===== src/lswc_pkg.sv =====
`default_nettype none

package lswc_pkg;

    typedef logic [3:0] t_code;

    typedef struct packed {
        logic busy;
        logic done;
    } t_xing_sts;

    localparam t_code CODE_LEFT   = 4'b0001;
    localparam t_code CODE_BOTTOM = 4'b0010;
    localparam t_code CODE_RIGHT  = 4'b0100;
    localparam t_code CODE_TOP    = 4'b1000;
    localparam t_code CODE_NONE   = 4'b0000;

    localparam int CFG_IDX_BITS = 2;

    localparam logic [CFG_IDX_BITS-1:0] REG_X_MIN = 2'd0;
    localparam logic [CFG_IDX_BITS-1:0] REG_Y_MIN = 2'd1;
    localparam logic [CFG_IDX_BITS-1:0] REG_X_MAX = 2'd2;
    localparam logic [CFG_IDX_BITS-1:0] REG_Y_MAX = 2'd3;

    localparam int X_MIN_RST = 100;
    localparam int Y_MIN_RST = 10;
    localparam int X_MAX_RST = 260;
    localparam int Y_MAX_RST = 90;

    localparam int MAX_MOVES = 8;
    localparam int MOVE_BITS = $clog2(MAX_MOVES + 1);

endpackage

`default_nettype wire


===== src/line_segment_window_clipper.sv =====
// Channel   Direction  Handshake            Payload
// request   in         i_valid / o_ready    i_start_x, i_start_y, i_end_x, i_end_y
// result    out        o_valid / i_ready    o_accepted, o_clip_start_x .. o_clip_end_y
// config    in         i_cfg_we             i_cfg_idx, i_cfg_data
//
// The result loads after acceptance once m endpoint moves are done (m = 0 to 8), and the next
// request is taken in the cycle after the result loads; the shared crossing unit (one multiply,
// then a one-bit-per-cycle restoring divide) does the work of each move.
// Synchronous active-low reset restores the window to 100, 10, 260, 90.
// One result register lets a new request enter while a result waits.
// o_ready is low from acceptance until the result is loaded; a full result register holds.
`default_nettype none

module line_segment_window_clipper #(
    parameter int COORD_BITS = 16
) (
    input  wire logic                                 i_clk,
    input  wire logic                                 i_rst_n,
    input  wire logic                                 i_valid,
    output logic                                      o_ready,
    input  wire logic signed [COORD_BITS-1:0]         i_start_x,
    input  wire logic signed [COORD_BITS-1:0]         i_start_y,
    input  wire logic signed [COORD_BITS-1:0]         i_end_x,
    input  wire logic signed [COORD_BITS-1:0]         i_end_y,
    output logic                                      o_valid,
    input  wire logic                                 i_ready,
    output logic                                      o_accepted,
    output logic signed [COORD_BITS-1:0]              o_clip_start_x,
    output logic signed [COORD_BITS-1:0]              o_clip_start_y,
    output logic signed [COORD_BITS-1:0]              o_clip_end_x,
    output logic signed [COORD_BITS-1:0]              o_clip_end_y,
    input  wire logic                                 i_cfg_we,
    input  wire logic [lswc_pkg::CFG_IDX_BITS-1:0]    i_cfg_idx,
    input  wire logic signed [COORD_BITS-1:0]         i_cfg_data
);
    import lswc_pkg::*;

    localparam int W = COORD_BITS;

    localparam logic [1:0] S_IDLE = 2'd0;
    localparam logic [1:0] S_EVAL = 2'd1;
    localparam logic [1:0] S_WAIT = 2'd2;

    logic [1:0]             r_state;
    logic [MOVE_BITS-1:0]   r_moves;
    logic signed [W-1:0]    r_xmin;
    logic signed [W-1:0]    r_ymin;
    logic signed [W-1:0]    r_xmax;
    logic signed [W-1:0]    r_ymax;
    logic signed [W-1:0]    r_x1;
    logic signed [W-1:0]    r_y1;
    logic signed [W-1:0]    r_x2;
    logic signed [W-1:0]    r_y2;
    logic                   r_first;
    logic                   r_hor;
    logic signed [W-1:0]    r_edge;
    logic                   r_ovalid;
    logic                   r_oacc;
    logic signed [W-1:0]    r_osx;
    logic signed [W-1:0]    r_osy;
    logic signed [W-1:0]    r_oex;
    logic signed [W-1:0]    r_oey;

    t_code                  w_c1;
    t_code                  w_c2;
    t_code                  w_co;
    logic                   w_hor;
    logic signed [W-1:0]    w_edge;
    logic                   w_acc;
    logic                   w_rej;
    logic                   w_settle;
    logic                   w_oslot;
    logic                   w_load;
    logic                   w_start;
    logic signed [W-1:0]    w_a0;
    logic signed [W-1:0]    w_b0;
    logic signed [W-1:0]    w_a1;
    logic signed [W-1:0]    w_b1;
    logic signed [W-1:0]    w_res;
    logic signed [W-1:0]    w_nx;
    logic signed [W-1:0]    w_ny;
    t_xing_sts              w_sts;

    function automatic t_code f_code(
        input logic signed [W-1:0] x,
        input logic signed [W-1:0] y,
        input logic signed [W-1:0] xmin,
        input logic signed [W-1:0] ymin,
        input logic signed [W-1:0] xmax,
        input logic signed [W-1:0] ymax
    );
        t_code c;
        c = CODE_NONE;
        if (x < xmin) c = c | CODE_LEFT;
        if (y < ymin) c = c | CODE_BOTTOM;
        if (x > xmax) c = c | CODE_RIGHT;
        if (y > ymax) c = c | CODE_TOP;
        return c;
    endfunction

    assign w_c1 = f_code(r_x1, r_y1, r_xmin, r_ymin, r_xmax, r_ymax);
    assign w_c2 = f_code(r_x2, r_y2, r_xmin, r_ymin, r_xmax, r_ymax);
    assign w_co = (w_c1 != CODE_NONE) ? w_c1 : w_c2;

    assign w_hor  = ((w_co & CODE_TOP) == CODE_NONE) && ((w_co & CODE_BOTTOM) == CODE_NONE);
    assign w_edge = ((w_co & CODE_TOP) != CODE_NONE)    ? r_ymax :
                    ((w_co & CODE_BOTTOM) != CODE_NONE) ? r_ymin :
                    ((w_co & CODE_RIGHT) != CODE_NONE)  ? r_xmax : r_xmin;

    assign w_a0 = w_hor ? r_y1 : r_x1;
    assign w_b0 = w_hor ? r_x1 : r_y1;
    assign w_a1 = w_hor ? r_y2 : r_x2;
    assign w_b1 = w_hor ? r_x2 : r_y2;

    assign w_acc    = (w_c1 == CODE_NONE) && (w_c2 == CODE_NONE);
    assign w_rej    = !w_acc && (((w_c1 & w_c2) != CODE_NONE)
                                 || (r_moves == MOVE_BITS'(MAX_MOVES)));
    assign w_settle = w_acc || w_rej;
    assign w_oslot  = !r_ovalid || i_ready;
    assign w_load   = (r_state == S_EVAL) && w_settle && w_oslot;
    assign w_start  = (r_state == S_EVAL) && !w_settle;

    assign w_nx = r_hor ? r_edge : w_res;
    assign w_ny = r_hor ? w_res : r_edge;

    lswc_xing #(
        .W (W)
    ) u_xing (
        .i_clk    (i_clk),
        .i_rst_n  (i_rst_n),
        .i_start  (w_start),
        .i_a0     (w_a0),
        .i_b0     (w_b0),
        .i_a1     (w_a1),
        .i_b1     (w_b1),
        .i_edge   (w_edge),
        .o_result (w_res),
        .o_sts    (w_sts)
    );

    assign o_ready        = r_state == S_IDLE;
    assign o_valid        = r_ovalid;
    assign o_accepted     = r_oacc;
    assign o_clip_start_x = r_osx;
    assign o_clip_start_y = r_osy;
    assign o_clip_end_x   = r_oex;
    assign o_clip_end_y   = r_oey;

    always_ff @(posedge i_clk) begin
        if (!i_rst_n) begin
            r_xmin <= W'(X_MIN_RST);
            r_ymin <= W'(Y_MIN_RST);
            r_xmax <= W'(X_MAX_RST);
            r_ymax <= W'(Y_MAX_RST);
        end else if (i_cfg_we) begin
            case (i_cfg_idx)
                REG_X_MIN: r_xmin <= i_cfg_data;
                REG_Y_MIN: r_ymin <= i_cfg_data;
                REG_X_MAX: r_xmax <= i_cfg_data;
                REG_Y_MAX: r_ymax <= i_cfg_data;
                default:   r_xmin <= r_xmin;
            endcase
        end
    end

    always_ff @(posedge i_clk) begin
        if (!i_rst_n) begin
            r_state  <= S_IDLE;
            r_ovalid <= 1'b0;
            r_moves  <= '0;
        end else begin
            if (w_load) begin
                r_ovalid <= 1'b1;
            end else if (r_ovalid && i_ready) begin
                r_ovalid <= 1'b0;
            end
            case (r_state)
                S_IDLE: begin
                    if (i_valid) begin
                        r_moves <= '0;
                        r_state <= S_EVAL;
                    end
                end
                S_EVAL: begin
                    if (w_settle) begin
                        if (w_oslot) begin
                            r_state <= S_IDLE;
                        end
                    end else begin
                        r_state <= S_WAIT;
                    end
                end
                S_WAIT: begin
                    if (w_sts.done) begin
                        r_moves <= r_moves + 1'b1;
                        r_state <= S_EVAL;
                    end
                end
                default: begin
                    r_state <= S_IDLE;
                end
            endcase
        end
    end

    always_ff @(posedge i_clk) begin
        case (r_state)
            S_IDLE: begin
                if (i_valid) begin
                    r_x1 <= i_start_x;
                    r_y1 <= i_start_y;
                    r_x2 <= i_end_x;
                    r_y2 <= i_end_y;
                end
            end
            S_EVAL: begin
                if (w_settle && w_oslot) begin
                    r_oacc <= w_acc;
                    r_osx  <= w_acc ? r_x1 : '0;
                    r_osy  <= w_acc ? r_y1 : '0;
                    r_oex  <= w_acc ? r_x2 : '0;
                    r_oey  <= w_acc ? r_y2 : '0;
                end
                if (!w_settle) begin
                    r_first <= w_c1 != CODE_NONE;
                    r_hor   <= w_hor;
                    r_edge  <= w_edge;
                end
            end
            S_WAIT: begin
                if (w_sts.done) begin
                    if (r_first) begin
                        r_x1 <= w_nx;
                        r_y1 <= w_ny;
                    end else begin
                        r_x2 <= w_nx;
                        r_y2 <= w_ny;
                    end
                end
            end
            default: begin
                r_oacc <= r_oacc;
            end
        endcase
    end

    a_done_in_wait: assert property (@(posedge i_clk) disable iff (!i_rst_n)
        w_sts.done |-> (r_state == S_WAIT))
        else $error("crossing result outside wait state");

    a_start_idle_unit: assert property (@(posedge i_clk) disable iff (!i_rst_n)
        w_start |-> !w_sts.busy)
        else $error("crossing started while unit busy");

    a_move_bound: assert property (@(posedge i_clk) disable iff (!i_rst_n)
        (r_state == S_WAIT) |-> (r_moves < MOVE_BITS'(MAX_MOVES)))
        else $error("move count past limit");

    a_reject_zero: assert property (@(posedge i_clk) disable iff (!i_rst_n)
        (o_valid && !o_accepted) |-> ((o_clip_start_x == '0) && (o_clip_start_y == '0)
                                      && (o_clip_end_x == '0) && (o_clip_end_y == '0)))
        else $error("rejected result with nonzero coordinates");

    a_busy_after_req: assert property (@(posedge i_clk) disable iff (!i_rst_n)
        (i_valid && o_ready) |=> !o_ready)
        else $error("ready while a request is in flight");

endmodule

`default_nettype wire


===== src/lswc_xing.sv =====
`default_nettype none

module lswc_xing #(
    parameter int W = 16
) (
    input  wire logic                 i_clk,
    input  wire logic                 i_rst_n,
    input  wire logic                 i_start,
    input  wire logic signed [W-1:0]  i_a0,
    input  wire logic signed [W-1:0]  i_b0,
    input  wire logic signed [W-1:0]  i_a1,
    input  wire logic signed [W-1:0]  i_b1,
    input  wire logic signed [W-1:0]  i_edge,
    output logic signed [W-1:0]       o_result,
    output lswc_pkg::t_xing_sts       o_sts
);
    import lswc_pkg::*;

    localparam int CW = $clog2(W + 2);

    localparam logic [1:0] X_IDLE = 2'd0;
    localparam logic [1:0] X_MUL  = 2'd1;
    localparam logic [1:0] X_DIV  = 2'd2;
    localparam logic [1:0] X_FIN  = 2'd3;

    logic [1:0]          r_state;
    logic [CW-1:0]       r_cnt;
    logic [W:0]          r_m1;
    logic [W:0]          r_m2;
    logic [W:0]          r_md;
    logic                r_neg;
    logic                r_dz;
    logic signed [W-1:0] r_a0;
    logic [W+1:0]        r_rem;
    logic [W:0]          r_lo;

    logic signed [W:0]   w_n1;
    logic signed [W:0]   w_n2;
    logic signed [W:0]   w_d;
    logic [W:0]          w_m1;
    logic [W:0]          w_m2;
    logic [W:0]          w_md;
    logic [2*W+1:0]      w_prod;
    logic [W+1:0]        w_sh;
    logic [W+1:0]        w_diff;
    logic                w_ge;
    logic [W:0]          w_q;
    logic signed [W+1:0] w_sum;

    assign w_n1 = {i_a1[W-1], i_a1} - {i_a0[W-1], i_a0};
    assign w_n2 = {i_edge[W-1], i_edge} - {i_b0[W-1], i_b0};
    assign w_d  = {i_b1[W-1], i_b1} - {i_b0[W-1], i_b0};
    assign w_m1 = w_n1[W] ? (~w_n1 + 1'b1) : w_n1;
    assign w_m2 = w_n2[W] ? (~w_n2 + 1'b1) : w_n2;
    assign w_md = w_d[W]  ? (~w_d + 1'b1)  : w_d;

    assign w_prod = {{(W+1){1'b0}}, r_m1} * {{(W+1){1'b0}}, r_m2};

    assign w_sh   = {r_rem[W:0], r_lo[W]};
    assign w_ge   = w_sh >= {1'b0, r_md};
    assign w_diff = w_sh - {1'b0, r_md};

    assign w_q   = (r_lo > r_m1) ? r_m1 : r_lo;
    assign w_sum = r_neg ? ({{2{r_a0[W-1]}}, r_a0} - {1'b0, w_q})
                         : ({{2{r_a0[W-1]}}, r_a0} + {1'b0, w_q});

    assign o_result   = r_dz ? r_a0 : w_sum[W-1:0];
    assign o_sts.busy = r_state != X_IDLE;
    assign o_sts.done = r_state == X_FIN;

    always_ff @(posedge i_clk) begin
        if (!i_rst_n) begin
            r_state <= X_IDLE;
        end else begin
            case (r_state)
                X_IDLE: begin
                    if (i_start) begin
                        r_state <= X_MUL;
                    end
                end
                X_MUL: begin
                    r_state <= X_DIV;
                end
                X_DIV: begin
                    if (r_cnt == CW'(W)) begin
                        r_state <= X_FIN;
                    end
                end
                X_FIN: begin
                    r_state <= X_IDLE;
                end
                default: begin
                    r_state <= X_IDLE;
                end
            endcase
        end
    end

    always_ff @(posedge i_clk) begin
        case (r_state)
            X_IDLE: begin
                if (i_start) begin
                    r_m1  <= w_m1;
                    r_m2  <= w_m2;
                    r_md  <= w_md;
                    r_dz  <= w_d == '0;
                    r_neg <= (w_n1[W] != w_n2[W]) != w_d[W];
                    r_a0  <= i_a0;
                end
            end
            X_MUL: begin
                r_rem <= {1'b0, w_prod[2*W+1:W+1]};
                r_lo  <= w_prod[W:0];
                r_cnt <= '0;
            end
            X_DIV: begin
                r_rem <= w_ge ? w_diff : w_sh;
                r_lo  <= {r_lo[W-1:0], w_ge};
                r_cnt <= r_cnt + 1'b1;
            end
            default: begin
                r_cnt <= r_cnt;
            end
        endcase
    end

endmodule

`default_nettype wire

===== config.mk =====
export PLATFORM = sky130hd
export DESIGN_NAME = line_segment_window_clipper
export DESIGN_NICKNAME = d
export VERILOG_FILES = /design/src/lswc_pkg.sv /design/src/line_segment_window_clipper.sv /design/src/lswc_xing.sv
export SDC_FILE = /design/constraint.sdc
export NUM_CORES = 2
export LEC_CHECK = 0
export BUFFER_PORTS_ARGS = -buffer_cell sky130_fd_sc_hd__buf_2
export CAP_MARGIN = 20
export CORE_MARGIN = 1.5
export CORE_UTILIZATION = 29
export CTS_CLUSTER_DIAMETER = 40
export CTS_CLUSTER_SIZE = 10
export DETAILED_ROUTE_END_ITERATION = 10
export PLACE_DENSITY = 0.51
export REMOVE_ABC_BUFFERS = 1
export SLEW_MARGIN = 40
export SYNTH_ARGS = -nofsm -noshare
export SYNTH_HDL_FRONTEND = slang
export SYNTH_SLANG_ARGS = --single-unit

===== constraint.sdc =====
create_clock -name i_clk -period 8.4 [get_ports i_clk]
set_clock_uncertainty 0.1 [all_clocks]
set_input_delay 2.52 -clock i_clk [delete_from_list [all_inputs] [get_ports i_clk]]
set_output_delay 2.52 -clock i_clk [all_outputs]
set_load 0.05 [all_outputs]

# Word level (Yosys, flattened, before mapping)
# Index checks and enable logic that the tools add are counted.
word_totals:
  regBits: 328
  input_bits: 87
  output_inout_bits: 67
  elab_cells: 174
classes:
  add_sub_neg: 11
  mul: 1
  order_cmp: 10
  eq_ne: 19
  n_mux: 57
  bitwise_logic: 5
  n_reduce_logical: 39
op_table:
  columns: ["cell", "n"]
  rows:
  - ["16-bit two-way mux", 27]
  - ["16-bit one-hot mux with 2 select lines", 4]
  - ["17-bit one-hot mux with 2 select lines", 2]
  - ["16-bit > comparator", 4]
  - ["16-bit < comparator", 4]
  - ["17-bit by 1-bit adder with 17-bit output, second input constant", 3]
  - ["17-bit NOT", 3]
  - ["16-bit by 16-bit subtractor with 17-bit output", 3]
  - ["17-bit by 17-bit multiplier with 34-bit output", 1]
  - ["4-bit two-way mux", 5]
  - ["18-bit by 17-bit greater-or-equal comparator with 1-bit output", 1]
  - ["17-bit > comparator", 1]
  - ["17-bit zero test", 1]
  - ["17-bit two-way mux", 1]
  - ["17-bit subtractor", 1]
  - ["16-bit adder", 1]
  - ["4-bit zero test", 4]
  - ["2-bit two-way mux", 8]
  - ["2-bit AND reduction", 8]
  - ["16-bit subtractor", 1]
  - ["2-bit == test, second input constant", 5]
  - ["5-bit one-hot mux with 2 select lines", 1]
  - ["1-bit logical AND", 8]
  - ["2-bit one-hot mux with 4 select lines", 1]
  - ["other kinds (22)", 44]

# Depth between registers and ports, before layout
depth:
  ltp_word: 14
  ltp_mapped: 35
  mapped_depth_nobuf: 33

# By module
# A second synthesis with hierarchy kept.
unflattened:
  hier_cells: 3421
  hier_area_um2: 32245.9
by_module_without_submodules:
  columns: ["mod", "instances", "cells_per_inst", "area_each_um2", "seq_area_each_um2"]
  rows:
  - ["lswc_xing", 1, 2180, 19204.7, 3283.1]
  - ["line_segment_window_clipper", 1, 1241, 13041.3, 5835.6]

# Worst setup path before layout
# Ideal clock, no wire load.
synth_path:
  path_kind: "flip-flop to flip-flop"
  start: "register r_y1[5]"
  end: "register r_oacc, in the netlist o_accepted (enable)"
  setup_ns: 0.496
  arrival_time_ns: 6.870
  t_required_ns: 7.804
  slack_ns: 0.934
  stages_incl_launch_ff: 14
  n_path_buf: 1
  synth_period_minus_slack_ns: 7.466
  path_cell_list: "edfxtp_1 -> ha_1 -> a211oi_1 -> nor2_1 -> o31a_1 -> nor4_1 -> mux2i_2 -> nand4_1 -> or4b_2 -> clkbuf_1 -> a211oi_1 -> a211oi_1 -> or3b_2 -> nor2b_1"
synth_between:
  elab_chain_cells: 11
  word_cells_on_any_way: 15
  cone_classes: "order compare: 2; mux: 3; bitwise: 1; reduce/logical: 9"
synth_rtl:
  columns: ["item", "line_no", "source"]
  rows:
  - ["start: declaration", "line_segment_window_clipper.sv:51", "logic signed [W-1:0] r_y1;"]
  - ["start signal: assignment", "line_segment_window_clipper.sv:211", "r_y1 <= i_start_y;"]
  - ["start signal: assignment", "line_segment_window_clipper.sv:234", "r_y1 <= w_ny;"]
  - ["16-bit < comparator", "line_segment_window_clipper.sv:95", "if (y < ymin) c = c | CODE_BOTTOM;"]
  - ["2-bit two-way mux", "line_segment_window_clipper.sv:95", null]
  - ["3-bit two-way mux", "line_segment_window_clipper.sv:96", "if (x > xmax) c = c | CODE_RIGHT;"]
  - ["4-bit two-way mux (*)", "line_segment_window_clipper.sv:97", "if (y > ymax) c = c | CODE_TOP;"]
  - ["4-bit AND or 4-bit zero test (tied branches)", "line_segment_window_clipper.sv:116, line_segment_window_clipper.sv:115", null]
  - ["4-bit nonzero test or 1-bit logical AND (tied branches)", "line_segment_window_clipper.sv:116, line_segment_window_clipper.sv:115", null]
  - ["1-bit logical OR or 1-bit zero test (tied branches)", "line_segment_window_clipper.sv:117, line_segment_window_clipper.sv:116", null]
  - ["1-bit logical AND", "line_segment_window_clipper.sv:116", "assign w_rej = !w_acc && (((w_c1 & w_c2) != CODE_NONE)"]
  - ["1-bit logical OR (*)", "line_segment_window_clipper.sv:118", "assign w_settle = w_acc || w_rej;"]
  - ["1-bit logical AND (*)", "line_segment_window_clipper.sv:217", "if (w_settle && w_oslot) begin"]
  - ["2-bit AND reduction (no line) (*)", null, null]
  - ["end signal: assignment", "line_segment_window_clipper.sv:218", "r_oacc <= w_acc;"]
  - ["end signal: assignment", "line_segment_window_clipper.sv:242", "r_oacc <= r_oacc;"]
  - ["end: declaration", "line_segment_window_clipper.sv:58", "logic r_oacc;"]
# Every way passes the cells marked *; elsewhere a longest branch is shown, timed or not.
# A chain may end at the register's enable or synchronous reset.

# Worst setup path in the final report
layout_path:
  start: "register r_x1[15]"
  end: "register u_xing.r_md[16], data pin"
layout_between:
  elab_chain_cells: 13
  word_cells_on_any_way: 16
  cone_classes: "add/sub: 2; order compare: 2; mux: 7; bitwise: 1; reduce/logical: 4"
layout_rtl:
  columns: ["item", "line_no", "source"]
  rows:
  - ["start: declaration", "line_segment_window_clipper.sv:50", "logic signed [W-1:0] r_x1;"]
  - ["start signal: assignment", "line_segment_window_clipper.sv:210", "r_x1 <= i_start_x;"]
  - ["start signal: assignment", "line_segment_window_clipper.sv:233", "r_x1 <= w_nx;"]
  - ["16-bit < comparator", "line_segment_window_clipper.sv:94", "if (x < xmin) c = c | CODE_LEFT;"]
  - ["1-bit two-way mux", "line_segment_window_clipper.sv:94", null]
  - ["2-bit two-way mux", "line_segment_window_clipper.sv:95", null]
  - ["3-bit two-way mux", "line_segment_window_clipper.sv:96", null]
  - ["4-bit two-way mux", "line_segment_window_clipper.sv:97", null]
  - ["4-bit nonzero test", "line_segment_window_clipper.sv:103", "assign w_co = (w_c1 != CODE_NONE) ? w_c1 : w_c2;"]
  - ["4-bit two-way mux", "line_segment_window_clipper.sv:103", null]
  - ["4-bit zero test", "line_segment_window_clipper.sv:105", "assign w_hor = ((w_co & CODE_TOP) == CODE_NONE) && ((w_co & CODE_BOTTOM) == CODE_NONE);"]
  - ["1-bit logical AND", "line_segment_window_clipper.sv:105", null]
  - ["16-bit two-way mux (on tied branches)", "line_segment_window_clipper.sv:113, line_segment_window_clipper.sv:111", null]
  - ["16-bit by 16-bit subtractor with 17-bit output (*)", "lswc_xing.sv:52", "assign w_d = {i_b1[W-1], i_b1} - {i_b0[W-1], i_b0};"]
  - ["17-bit NOT", "lswc_xing.sv:55", "assign w_md = w_d[W] ? (~w_d + 1'b1) : w_d;"]
  - ["17-bit by 1-bit adder with 17-bit output", "lswc_xing.sv:55", null]
  - ["end signal: assignment", "lswc_xing.sv:105", "r_md <= w_md;"]
  - ["end: declaration", "lswc_xing.sv:30", "logic [W:0] r_md;"]
# Marked as above.

==> run metrics <==
status finished clean; antenna violations before repair 1; worst path required time 8.64 ns; Root Driver clkbuf_16; die area around 110000 sq um; Horiz. Die Dim between 300 and 400 microns; Max-slew headroom approximately two fifths; Reg clk slew, reported paths 0.05 ns; Die Height 335 microns; Max-Cap Viols 0; Worst Setup Start Kind flop; Min Hold Slack about 0.35 ns; Crit path arrival time around 8 ns; Hold Violations, Final 0; clk sinks about 330; Mapped Avg Cell Area ~9 sq um; drt first pass iters 5; hpwl dp 80.8 mm; final std cells w/o fill approximately 5200; I/O pin total ~150; fin nets 4359; placed cell area 34600 sq um; Resized Gates After CTS 0; Setup crit end kind flop; Total Routing Usage GR roughly 18%; CTS Hold Buffers Added 0; Reg area 9120 sq um; port bufs around 150; Tmin final around 7.6 ns; CTS buffer count 67; number of global-route vias before repair around 26000; latest clock arrival within the worst-skew pair around 0.60 ns; via count 25562; vias per cell between 4 and 5; placed cells slightly above 5000; fmax around 130 MHz; Avg WL per Cell roughly 20 microns; Hold Crit Class flop to flop; n_diodes 0; Max Buffers Root-to-Sink 3; DRC viols 0; sequential share of the synthesized area between 20% and 30%; core area between 100000 and 150000 sq um; pin count of the biggest net entering global routing 70; slowest stage cell, crit path or4_4; share of cells above drive strength 1 about a tenth; H-tree lvl count 3; mapped cell area between 30000 and 40000 sq um; asr flop ratio synth 0%; EDFF count, synth 255; global route overflow 0; count of different cell masters after synthesis 87; Layout area overhead 15.3%; crit path max fanout 17; fill count ~11000; Syn Inst Count about 3600; Worst Tran Pin Value ~0.90 ns; Routed Antenna Nets 0; Synth Warn # 0; Initial Util just under 30%; Final Cycle Share around nine tenths; Slew Viols, Final 0; CP peak stage delay about 0.59 ns; Core Util, Final between 30% and 40%; CTS tree done; Rows between 100 and 150; area of the multi-input gates 20600 sq um; first-pass GRT wire length 158 mm; # Post-CTS Setup Buffers 0; Setup-failing EPs final 0; routed wire length between 100 and 150 mm; fin area around 37000 sq um; routability cong. ~0.96; ys flop type edfxtp_1; Iteration-0 DRC Markers between 1500 and 2000; Setup Crit Path Kind flop to flop; RSZ-0062 raised after global routing no; register bit total from synthesis ~330
[critical path: cells and delay by family, from the launching register on]
| family | cells | cell delay, ns |
|---|---|---|
| compound gates | 8 | 2.23 |
| xor+xnor | 1 | 0.18 |
| fa+ha+maj | 5 | 1.49 |
| buf+inv | 1 | 0.17 |
| flops | 1 | 0.46 |
| simple gates | 13 | 2.69 |
[metrics by stage]
step / setup slack (ns) / TNS, ns
after global routing: 0.0613 / 0
after detailed placement: 0.855 / 0
final: 0.786 / 0
after CTS: 0.809 / 0
after floorplan: -0.881 / -57.24
after global placement: 0.867 / 0
[cell usage in the layout, fill, tap and decap left out, types with 27 or more instances in the layout]
master / count
a21boi_0: 27
a21o_1: 79
a21oi_1: 184
and2_1: 160
buf_2: 153
buf_4: 50
clkbuf_16: 68
dfxtp_1: 73
edfxtp_1: 255
fa_1: 229
ha_1: 337
inv_1: 476
mux2i_1: 64
nand2_1: 578
nand3_1: 39
nand4_1: 28
nor2_1: 194
nor2b_1: 30
nor3_1: 41
o211ai_1: 58
o21a_1: 27
o21ai_0: 141
xnor2_1: 75
xor2_1: 53
[final timing paths]
check	start	endpoint	slack, ns	cells after the start
min	r_ymax[8]	r_ymax[8]	0.35	2
min reg2reg	r_ymax[8]	r_ymax[8]	0.35	2
max reg2reg	r_x1[15]	u_xing.r_md[16]	0.79	28
max	r_x1[15]	u_xing.r_md[16]	0.79	28
[Yosys cell counts, types with 10 or more instances]
master	number	area, sq um
fa_1	229	4580
nand2_1	578	2170
o211ai_1	58	435
and3_1	14	87.6
ha_1	338	4230
nor4_1	10	62.6
a31oi_1	22	138
dfxtp_1	73	1460
or2_2	10	62.6
nand3_1	39	195
o21ai_0	142	711
nor2b_1	31	194
a21o_1	79	593
a21boi_0	27	203
edfxtp_1	255	7660
nand2b_1	27	169
nand4_1	28	175
nor3_1	41	205
xnor2_1	75	657
a21oi_1	186	931
o31ai_1	11	82.6
a211oi_1	25	188
o21a_1	27	203
and2_1	161	1010
mux2_2	12	135
mux2i_1	65	651
xor2_1	53	464
nor2_1	194	728
clkbuf_1	134	503
inv_1	477	1790
[state kept, by name (all words and copies together) (netlist names), 17 cells and up]
register / count
u_xing.r_m2: 17
u_xing.r_lo: 17
u_xing.r_rem: 17
u_xing.r_md: 17
u_xing.r_m1: 17
[kinds of logic after synthesis]
kind of cell / share of synthesized area (%)
simple gates: 17.2
buf+inv: 7.37
xor+xnor: 3.55
compound gates: 13.2
fa+ha+maj: 27.7
flops: 28.5
mux: 2.54
[metal layers]
layer | track usage (%) | vias to the layer above | part of all wire [%]
met5 | 0 | - | 0
met4 | 6.55 | 0 | 3.3
met3 | 1.99 | 159 | 4.5
met2 | 31.6 | 622 | 48
met1 | 23.8 | 12492 | 44
li1 | - | 12289 | -
[area by class of cell]
| class | count | share of cell area, % |
|---|---|---|
| clock buffers | 78 | 4.79 |
| clock inverters | 44 | 1.52 |
| inverters | 480 | 4.88 |
| multi-input cells | 2619 | 55.8 |
| flip-flops and latches | 328 | 24.7 |
| well taps | 1476 | 5.00 |
| repair buffers | 209 | 3.30 |
Power is not shown: default switching activity piles up to over one toggle a cycle in this logic, so the estimate is an artifact.
